File: src/rtl/wsh_pkg.sv
`default_nettype none

package wsh_pkg;

    localparam int DATA_BITS    = 8;
    localparam int POS_BITS     = 16;
    localparam int CONS_BITS    = 16;
    localparam int STATUS_BITS  = 3;
    localparam int KEY_CHARS    = 28;
    localparam int KEY_PART_CHARS = 7;
    localparam int KEY_PART_BITS  = KEY_PART_CHARS * DATA_BITS;
    localparam int KEY_BITS     = KEY_CHARS * DATA_BITS;
    localparam int KEY_IDX_BITS = 5;
    localparam int NAME_LEN     = 21;
    localparam int NAME_IDX_BITS = 5;
    localparam int CRLF_BITS    = 3;
    localparam int CFG_IDX_BITS = 8;
    localparam int QUEUE_DEPTH  = 4;
    localparam int QPTR_BITS    = $clog2(QUEUE_DEPTH);
    localparam int M_TDATA_BITS = 24;

    localparam logic [DATA_BITS-1:0] CH_CR    = 8'h0D;
    localparam logic [DATA_BITS-1:0] CH_LF    = 8'h0A;
    localparam logic [DATA_BITS-1:0] CH_SPACE = 8'h20;
    localparam logic [DATA_BITS-1:0] CH_S     = 8'h53;
    localparam logic [DATA_BITS-1:0] CH_ONE   = 8'h31;
    localparam logic [DATA_BITS-1:0] CH_ZERO  = 8'h30;

    localparam logic [CRLF_BITS-1:0] CRLF_LINE_START = 3'd2;
    localparam logic [CRLF_BITS-1:0] CRLF_MSG_END    = 3'd4;

    localparam logic [STATUS_BITS-1:0] ST_OK           = 3'd0;
    localparam logic [STATUS_BITS-1:0] ST_UNEXP_END    = 3'd1;
    localparam logic [STATUS_BITS-1:0] ST_BAD_LINE     = 3'd2;
    localparam logic [STATUS_BITS-1:0] ST_CODE_NOT_101 = 3'd3;
    localparam logic [STATUS_BITS-1:0] ST_KEY_MISMATCH = 3'd4;

    localparam logic [CFG_IDX_BITS-1:0] REG_KEY_PART0 = 8'd0;
    localparam logic [CFG_IDX_BITS-1:0] REG_KEY_PART1 = 8'd1;
    localparam logic [CFG_IDX_BITS-1:0] REG_KEY_PART2 = 8'd2;
    localparam logic [CFG_IDX_BITS-1:0] REG_KEY_PART3 = 8'd3;

    typedef enum logic [4:0] {
        PH_SEARCH = 5'b00001,
        PH_NAME   = 5'b00010,
        PH_SKIP   = 5'b00100,
        PH_KEY    = 5'b01000,
        PH_DONE   = 5'b10000
    } phase_t;

    // one classified byte, as it travels from front to back
    typedef struct packed {
        logic                 mode;
        logic [DATA_BITS-1:0] data_byte;
        logic [DATA_BITS-1:0] lc_byte;
        logic                 is_cr;
        logic                 is_lf;
        logic                 is_space;
        logic                 is_upper_s;
    } beat_t;

    // lowercase "sec-websocket-accept:"
    function automatic logic [DATA_BITS-1:0] name_char(input logic [NAME_IDX_BITS-1:0] idx);
        logic [DATA_BITS-1:0] c;
        unique case (idx)
            5'd0:    c = "s";
            5'd1:    c = "e";
            5'd2:    c = "c";
            5'd3:    c = "-";
            5'd4:    c = "w";
            5'd5:    c = "e";
            5'd6:    c = "b";
            5'd7:    c = "s";
            5'd8:    c = "o";
            5'd9:    c = "c";
            5'd10:   c = "k";
            5'd11:   c = "e";
            5'd12:   c = "t";
            5'd13:   c = "-";
            5'd14:   c = "a";
            5'd15:   c = "c";
            5'd16:   c = "c";
            5'd17:   c = "e";
            5'd18:   c = "p";
            5'd19:   c = "t";
            5'd20:   c = ":";
            default: c = 8'h00;
        endcase
        return c;
    endfunction

endpackage

`default_nettype wire

File: src/rtl/wsh_back.sv
`default_nettype none

module wsh_back (
    input  wire logic                            aclk,
    input  wire logic                            aresetn,
    input  wire logic [wsh_pkg::KEY_BITS-1:0]    key_vec,
    input  wire logic                            in_valid,
    output logic                                 in_ready,
    input  wire wsh_pkg::beat_t                  beat,
    output logic                                 out_valid,
    input  wire logic                            out_ready,
    output logic [wsh_pkg::STATUS_BITS-1:0]      out_status,
    output logic [wsh_pkg::CONS_BITS-1:0]        out_consumed
);

    logic [wsh_pkg::CRLF_BITS-1:0]     crlf_reg, crlf_next;
    logic [wsh_pkg::POS_BITS-1:0]      pos_reg, pos_next;
    logic                              space_reg, space_next;
    logic [1:0]                        digits_reg, digits_next;
    logic                              code_ok_reg, code_ok_next;
    wsh_pkg::phase_t                   phase_reg, phase_next;
    logic [wsh_pkg::NAME_IDX_BITS-1:0] name_idx_reg, name_idx_next;
    logic [wsh_pkg::KEY_IDX_BITS-1:0]  key_idx_reg, key_idx_next;
    logic                              key_bad_reg, key_bad_next;

    logic                              out_valid_reg, out_valid_next;
    logic [wsh_pkg::STATUS_BITS-1:0]   status_reg, status_next;
    logic [wsh_pkg::CONS_BITS-1:0]     consumed_reg, consumed_next;

    logic                              take, emit;
    logic [wsh_pkg::DATA_BITS-1:0]     key_byte;

    assign in_ready     = !out_valid_reg || out_ready;
    assign take         = in_valid && in_ready;
    assign out_valid    = out_valid_reg;
    assign out_status   = status_reg;
    assign out_consumed = consumed_reg;
    assign key_byte     = key_vec[{key_idx_reg, 3'b000} +: wsh_pkg::DATA_BITS];

    always_comb begin
        logic                              key_step;
        logic [wsh_pkg::DATA_BITS-1:0]     want;
        key_step      = 1'b0;
        want          = wsh_pkg::CH_ONE;
        crlf_next     = crlf_reg;
        pos_next      = pos_reg;
        space_next    = space_reg;
        digits_next   = digits_reg;
        code_ok_next  = code_ok_reg;
        phase_next    = phase_reg;
        name_idx_next = name_idx_reg;
        key_idx_next  = key_idx_reg;
        key_bad_next  = key_bad_reg;
        emit          = 1'b0;
        status_next   = status_reg;
        consumed_next = consumed_reg;

        if (take && beat.mode) begin
            emit          = 1'b1;
            status_next   = wsh_pkg::ST_UNEXP_END;
            consumed_next = '0;
        end else if (take) begin
            // status code digits after the first space
            if (space_reg) begin
                if (digits_reg != 2'd3) begin
                    want = (digits_reg == 2'd1) ? wsh_pkg::CH_ZERO : wsh_pkg::CH_ONE;
                    if (beat.data_byte != want) begin
                        code_ok_next = 1'b0;
                    end
                    digits_next = digits_reg + 2'd1;
                end
            end else if (beat.is_space && pos_reg != '0) begin
                space_next = 1'b1;
            end

            unique case (phase_reg)
                wsh_pkg::PH_SEARCH: begin
                    if (crlf_reg == wsh_pkg::CRLF_LINE_START && beat.is_upper_s) begin
                        phase_next    = wsh_pkg::PH_NAME;
                        name_idx_next = 5'd1;
                    end
                end
                wsh_pkg::PH_NAME: begin
                    if (beat.lc_byte == wsh_pkg::name_char(name_idx_reg)) begin
                        name_idx_next = name_idx_reg + 5'd1;
                        if (name_idx_next == 5'(wsh_pkg::NAME_LEN)) begin
                            phase_next = wsh_pkg::PH_SKIP;
                        end
                    end else begin
                        phase_next    = wsh_pkg::PH_SEARCH;
                        name_idx_next = '0;
                    end
                end
                wsh_pkg::PH_SKIP: key_step = !beat.is_space;
                wsh_pkg::PH_KEY:  key_step = 1'b1;
                default: ;
            endcase

            if (key_step) begin
                if (beat.data_byte != key_byte) begin
                    key_bad_next = 1'b1;
                end
                key_idx_next = key_idx_reg + 5'd1;
                phase_next   = (key_idx_next == 5'(wsh_pkg::KEY_CHARS)) ?
                               wsh_pkg::PH_DONE : wsh_pkg::PH_KEY;
            end

            // CR and LF only advance in alternation
            if (beat.is_cr) begin
                crlf_next = crlf_reg + {2'b00, !crlf_reg[0]};
            end else if (beat.is_lf) begin
                crlf_next = crlf_reg + {2'b00, crlf_reg[0]};
            end else begin
                crlf_next = '0;
            end

            if (pos_reg != '1) begin
                pos_next = pos_reg + (wsh_pkg::POS_BITS)'(1);
            end

            if (crlf_next == wsh_pkg::CRLF_MSG_END) begin
                emit = 1'b1;
                priority if (!space_next || digits_next != 2'd3) begin
                    status_next = wsh_pkg::ST_BAD_LINE;
                end else if (!code_ok_next) begin
                    status_next = wsh_pkg::ST_CODE_NOT_101;
                end else if (phase_next == wsh_pkg::PH_SKIP || phase_next == wsh_pkg::PH_KEY
                             || key_bad_next) begin
                    status_next = wsh_pkg::ST_KEY_MISMATCH;
                end else begin
                    status_next = wsh_pkg::ST_OK;
                end
                consumed_next = wsh_pkg::CONS_BITS'(pos_next);
            end
        end

        if (emit) begin
            crlf_next     = '0;
            pos_next      = '0;
            space_next    = 1'b0;
            digits_next   = '0;
            code_ok_next  = 1'b1;
            phase_next    = wsh_pkg::PH_SEARCH;
            name_idx_next = '0;
            key_idx_next  = '0;
            key_bad_next  = 1'b0;
        end

        if (emit) begin
            out_valid_next = 1'b1;
        end else if (out_ready) begin
            out_valid_next = 1'b0;
        end else begin
            out_valid_next = out_valid_reg;
        end
    end

    always_ff @(posedge aclk) begin
        if (!aresetn) begin
            crlf_reg      <= '0;
            pos_reg       <= '0;
            space_reg     <= 1'b0;
            digits_reg    <= '0;
            code_ok_reg   <= 1'b1;
            phase_reg     <= wsh_pkg::PH_SEARCH;
            name_idx_reg  <= '0;
            key_idx_reg   <= '0;
            key_bad_reg   <= 1'b0;
            out_valid_reg <= 1'b0;
        end else begin
            crlf_reg      <= crlf_next;
            pos_reg       <= pos_next;
            space_reg     <= space_next;
            digits_reg    <= digits_next;
            code_ok_reg   <= code_ok_next;
            phase_reg     <= phase_next;
            name_idx_reg  <= name_idx_next;
            key_idx_reg   <= key_idx_next;
            key_bad_reg   <= key_bad_next;
            out_valid_reg <= out_valid_next;
        end
    end

    always_ff @(posedge aclk) begin
        status_reg   <= status_next;
        consumed_reg <= consumed_next;
    end

endmodule

`default_nettype wire

File: config.mk
export PLATFORM = sky130hd
export DESIGN_NAME = wsh_back
export DESIGN_NICKNAME = d
export VERILOG_FILES = /design/src/rtl/wsh_pkg.sv /design/src/rtl/wsh_back.sv
export SDC_FILE = /design/constraint.sdc
export NUM_CORES = 1
export LEC_CHECK = 0
export ABC_CLOCK_PERIOD_IN_PS = 3640
export BUFFER_PORTS_ARGS = -buffer_cell sky130_fd_sc_hd__buf_2
export CAP_MARGIN = 20
export CORE_MARGIN = 3
export CORE_UTILIZATION = 48
export DETAILED_ROUTE_END_ITERATION = 12
export GPL_ROUTABILITY_DRIVEN = 0
export HOLD_SLACK_MARGIN = 0.12
export PLACE_DENSITY_LB_ADDON = 0.05
export SETUP_SLACK_MARGIN = 0.05
export SLEW_MARGIN = 20
export SYNTH_ARGS = -nofsm -noshare
export SYNTH_HDL_FRONTEND = slang
export SYNTH_SLANG_ARGS = --single-unit
File: constraint.sdc
create_clock -name aclk -period 3.64 [get_ports aclk]
set_input_delay 1.092 -clock aclk [delete_from_list [all_inputs] [get_ports aclk]]
set_output_delay 1.092 -clock aclk [all_outputs]
set_load 0.02 [all_outputs]
==> results of run 1 <==
[placed cells by master, fill, tap and decap left out, types with 21 or more instances in the layout]
cell type / n
o21ai_0: 25
nor2_1: 58
nand3_1: 27
inv_1: 21
nand2_1: 65
xor2_1: 24
buf_2: 269
a21oi_1: 32
mux4_2: 44
dfxtp_1: 64
[worst reg2reg max path: cells and delay by family, from the launching register on]
kind                   cells  cell delay [ns]
AND/OR/NAND/NOR            3             0.83
AO/OA/AOI/OAI              4             0.69
flip-flops                 1             0.65
multiplexers               1             0.41
buffers and inverters      1             0.32
[per-layer routing]
metal,part of all wire (%),up-vias,global-route usage [%]
li1,-,2877,-
met1,40,2983,42.5
met2,49,361,54.0
met3,9.5,20,5.73
met4,1.3,0,6.10
met5,0,-,0
[kinds of logic (layout without fill, tap and decap cells)]
kind of cell	count (synthesis)	in the layout	share of synthesized area [%]
compound gates	135	135	16.0
xor+xnor	35	35	5.48
fa+ha+maj	15	15	3.35
buf+inv	62	327	5.37
flops	66	66	23.6
mux	67	67	24.5
other cells	0	1	0
simple gates	240	240	21.7
[worst max path at each step]
stage	slack (ns)	from	endpoint	cells past startpoint
floorplan	0.15	out_ready	register	13
global placement	0.21	beat[6]	register	14
detailed placement	0.05	beat[6]	register	14
CTS	0.31	beat[6]	register	14
global route	0.05	beat[10]	register	13
finish	0.31	beat[6]	register	14
[power groups by stage]
stage | clock network, mW | logic (mW) | registers [mW]
after floorplan | 0 | 0.102 | 0.743
after detailed placement | 0 | 0.281 | 0.743
after global routing | 1.06 | 0.307 | 0.727
after CTS | 1.03 | 0.283 | 0.727
after global placement | 0 | 0.275 | 0.743
final | 1.02 | 0.287 | 0.727
[area by class of cell]
cell class / count / area [µm²] / area share, %
Antenna cell: 1 / 2.50 / 0.0336
Clock buffer: 10 / 239 / 3.21
Clock inverter: 6 / 113 / 1.51
Inverter: 22 / 82.6 / 1.11
Multi-Input combinational cell: 492 / 3990 / 53.5
Sequential cell: 66 / 1320 / 17.8
Tap cell: 140 / 175 / 2.35
Timing Repair Buffer: 289 / 1520 / 20.4
[stage by stage]
step                total power, mW  instance area (µm²)
floorplan                     0.845                 5600
global placement               1.02                 7090
detailed placement             1.02                 7090
CTS                            2.04                 7440
global route                   2.10                 7440
finish                         2.03                 7440
[timing repair]
action,CTS,global route
endpoints found under the setup margin,0,1
gates resized for setup,0,1
hold buffers,0,0
==> qor.yml, run 1 <==
sta:
  setup_tns_ns: 0
  fin_hold_ws_ns: 0.458
  worst_slew_pin_slew_ns: 0.816
  finalMaxSlewViolations: 0
  timing.fmax_mhz: 300
  finalWorstSetupSlack_ns: 0.309
  clock_skew_ns: 0.00766
  rsz0062_at_grt: "no"
  report.final.hold_viol_count: 0
  slew_headroom_pct: 45.6
  fin_crit_ns: 3.33
  finalSetupViolations: 0
  period_share_pct: 91.5
synth:
  netlist_area_um2: 5600
  synth_cells: 620
  synth_edf_count: 0
  yosys_most_used_dff: "dfxtp_1"
  synth_area_leaders: "dfxtp_1, mux4_2, nand2_1"
  syn_area_per_cell_um2: 9.02
  yosys.area.top_type: "dfxtp_1"
  synth_top_area_share_pct: 23.6
  synth_common_cells: "dfxtp_1, nand2_1, nor2_1, mux4_2, a21oi_1"
  synthDistinctLibCells: 69
  async_flop_share_pct: 0
  synth_seq_area_share_pct: 23.6
  ys_warn_count: 0
  ys_seq_elements: 66
  synth.most_common_cell: "dfxtp_1"
  syn-num-nets: 884
power:
  pwr-share-comb_pct: 14.1
  ir_worst_vdd_mv: 0.271
  p_per_area_nw_per_um2: 273
  clkPwrFrac_pct: 50.1
  power.switching_mw: 0.458
  power_leakage_nw: 3.16
  switching_share_pct: 22.5
  p_seq_share_pct: 35.8
  internal_power_mw: 1.58
place:
  dp_slack_ns: 0.0492
  dp_cells: 1009
  hpwl_mm: 17.3
  portBuffers: 269
min_path:
  hold_start: "out_consumed[9]"
  min_to: "out_consumed[9]"
  hold_path_class: "reg2reg"
  holdPathStages: 2
clock_network:
  cts_tree: "done"
  clock_latency_ns: 0.33
  htree_levels: 3
  cts_buffer_depth: 2
  post_cts_buffers: 0
  cts_root_buf: "clkbuf_16"
  clkSlewWorstSetupHoldPaths_ns: 0.06
  cts_made_buffers: 9
  clkSinkCount: 66
routing:
  drt-initial-drc-count: 627
  wl_per_cell_um: 20.6
  drc: 0
  drt_pass1_iterations: 5
  detail-route-antenna-nets: 0
  vias: 6241
  routed_wl_mm: 21.1
  via_per_inst: 6.08
cells_and_area:
  fill_cells: 941
  final_nets: 1144
  fin_util_pct: 66.9
  area_growth_pct: 33.0
  final_cells: 1026
  drive_gt1_share_pct: 41.2
outcome:
  status: "finished clean"
grt:
  grt_pass1_wl_mm: 32.0
  antenna_found_initial: 3
  grt.total_usage_pct: 31.7
  grt_pass1_vias: 6085
  grt.overflow.total: 0
  grt_max_degree: 45
setup_path:
  crit_top_cell: "o21ai_0"
  r2r_end: "out_status[2]"
  worstSetupPathType: "in2reg"
  crit_required_ns: 3.90
  slowest_delay_ns: 0.33
  cp-start-kind: "input pin"
  r2r-start: "key_idx_reg[1]"
  crit_family: "simple AND/OR/NAND/NOR gates"
  critPathBufInv: 3
  crit_path_end_kind: "register"
  crit_arrival_ns: 3.59
  crit_fanout: 7
  rr_worst_depth: 9
  path_cells: "buf_2 > xor2_1 > nor4_1 > buf_4 > nand3_1 > nor2_1 > a22oi_1 > nand2b_2 > inv_1 > ha_1 > o21ai_0 > nor3b_1 > o31a_1 > o21ai_0"
  ff2ff_setup_slack_ns: 0.62
  cp_slowest_cell: "nor4_1"
floorplanning:
  rows: 38
  core_um2: 11100
  die_h_um: 114
  die_w_um: 114
  die_area_um2: 13000
  ios: 270
  start_util_pct: 50.3
run:
  cap_violations: 0
Note: power is estimated with default switching activity, not from simulation.
==> inputs of run 2 (changes only) <==
==> constraint.sdc (replaced) <==
create_clock -name aclk -period 3.64 [get_ports aclk]
set_input_delay 0.728 -clock aclk [delete_from_list [all_inputs] [get_ports aclk]]
set_output_delay 0.728 -clock aclk [all_outputs]
set_load 0.02 [all_outputs]
==> run 2 against run 1 <==
Against the previous run: design area decreased by 0.71%; core utilization decreased by 0.47 points; register-to-register slack got worse by 0.14 ns.
==> qor.yml, run 2 (synthesis results as in run 1) <==
setup_path:
  worstSetupPathType: "in2reg"
  crit_arrival_ns: 3.47  # -0.12 ns
  crit_required_ns: 3.89  # about the same
  crit_path_end_kind: "register"
  cp-start-kind: "input pin"
  crit_fanout: 6  # -1
routing:
  drc: 0  # unchanged
  vias: 6151  # -1.4%
  detail-route-antenna-nets: 0  # unchanged
  via_per_inst: 6.01  # -1.2%
  wl_per_cell_um: 20.6  # about the same
  drt_pass1_iterations: 5  # unchanged
  routed_wl_mm: 21.0  # -0.28%
  drt-initial-drc-count: 603  # -3.8%
sta:
  report.final.hold_viol_count: 0  # unchanged
  rsz0062_at_grt: "no"
  period_share_pct: 88.6  # -2.9 points
  clock_skew_ns: 0.00817  # +0.000503 ns
  worst_slew_pin_slew_ns: 0.917  # +0.102 ns
  finalMaxSlewViolations: 0  # unchanged
  fin_crit_ns: 3.22  # -0.106 ns
  slew_headroom_pct: 38.2  # -7.4 points
  setup_tns_ns: 0  # unchanged
  timing.fmax_mhz: 310  # +3.3%
  finalSetupViolations: 0  # unchanged
clock_network:
  cts_tree: "done"
  post_cts_buffers: 0  # unchanged
  clkSinkCount: 66  # unchanged
  cts_hold_buffers: 0  # unchanged
  post_cts_resized: 0  # unchanged
  cts_made_buffers: 9  # unchanged
  clock_latency_ns: 0.32  # about the same
  htree_levels: 3  # unchanged
  clkSlewWorstSetupHoldPaths_ns: 0.06  # about the same
  cts_buffer_depth: 2  # unchanged
  cts_root_buf: "clkbuf_16"
place:
  portBuffers: 269  # unchanged
  hpwl_mm: 17.3  # -0.35%
floorplanning:
  die_w_um: 114  # unchanged
  rows: 38  # unchanged
  start_util_pct: 50.3  # unchanged
  core_um2: 11100  # unchanged
  die_area_um2: 13000  # unchanged
  die_h_um: 114  # unchanged
  ios: 270  # unchanged
grt:
  grt_pass1_wl_mm: 32.4  # +1.1%
  grt_max_degree: 44  # -2.2%
  grt_pass1_vias: 6089  # +0.066%
  antenna_found_initial: 2  # -1
  grt.total_usage_pct: 31.7  # +0.049 points
  grt.overflow.total: 0  # unchanged
cells_and_area:
  final_nets: 1138  # -0.52%
  final_common_cell: "buf_2"
  fin_util_pct: 66.4  # -0.47 points
  fill_cells: 915  # -2.8%
  drive_gt1_share_pct: 40.7  # -0.51 points
  area_growth_pct: 32.1
  layout_common_cells: "buf_2, nand2_1, dfxtp_1, nor2_1, mux4_2"
power:
  ir_worst_vdd_mv: 0.364  # +34%
  p_per_area_nw_per_um2: 269  # -1.7%
  power_leakage_nw: 3.12  # -1.2%
run:
  cap_violations: 0  # unchanged
outcome:
  status: "finished clean"
min_path:
  hold_path_class: "reg2reg"
[run 2: changes by cell type in the layout (fill, tap and decap cells not counted), sizes merged]
cell / delta
bufinv: -1
clkbuf: +2
clkinvlp: +1
buf: -6
inv: -1
clkinv: -1
diode: +3
[run 2: area by class of cell]
type / count / area (µm²) / share of cell area (%)
diodes: 4 / 10.0 / 0.135
clock buffers: 12 / 267 / 3.61
clock inverters: 4 / 72.6 / 0.982
inverters: 22 / 82.6 / 1.12
multi-input cells: 492 / 3980 / 53.9
flip-flops and latches: 66 / 1320 / 17.9
well taps: 140 / 175 / 2.37
repair buffers: 283 / 1480 / 20.0
[run 2: per-layer routing]
| layer | GRT usage, % | vias up | wire length, µm |
|---|---|---|---|
| met4 | 4.67 | 2 | 189 |
| li1 | - | 2863 | - |
| met5 | 0 | - | 13 |
| met1 | 42.9 | 2956 | 8630 |
| met2 | 54.3 | 306 | 10300 |
| met3 | 5.89 | 24 | 1940 |
[run 2: stage by stage]
stage / hold WS [ns] / cells / area [µm²] / setup slack, ns / total power [mW]
finish: 0.451 / 1023 / 7390 / 0.415 / 1.98
detailed placement: 0.446 / 1003 / 7040 / 0.177 / 1.02
CTS: 0.453 / 1019 / 7380 / 0.490 / 1.99
floorplan: 0.426 / 620 / 5600 / 0.517 / 0.845
global route: 0.492 / 1020 / 7380 / 0.0748 / 2.04
global placement: 0.438 / 1003 / 7040 / 0.381 / 1.02
[run 2: critical path, cell delays in order]
cell and delay [ns]:
buf_2 0.09, nand2b_1 0.20, nand2_1 0.19, or2_2 0.20, a21oi_1 0.05, o21ai_0 0.72
inv_1 0.28, ha_1 0.31, nor3_1 0.19, nor3b_1 0.09, o31a_1 0.29, o21ai_0 0.14
[run 2: path summary, 6_finish.rpt]
| check | cells past startpoint | from | slack, ns | end |
|---|---|---|---|---|
| worst max-delay path | 12 | out_ready | 0.42 | register |
| worst min-delay path | 2 | out_consumed[9] | 0.45 | out_consumed[9] |
| worst max register to register | 11 | phase_reg[2] | 0.48 | register |
| worst min register to register | 2 | out_consumed[9] | 0.45 | out_consumed[9] |
[run 2: power breakdown]
part           internal, mW  switching [mW]  total (mW)  leakage (nW)
Combinational         0.161           0.124       0.286          2.42
Sequential            0.725         0.00279       0.728         0.533
Clock                 0.654           0.317       0.971         0.165
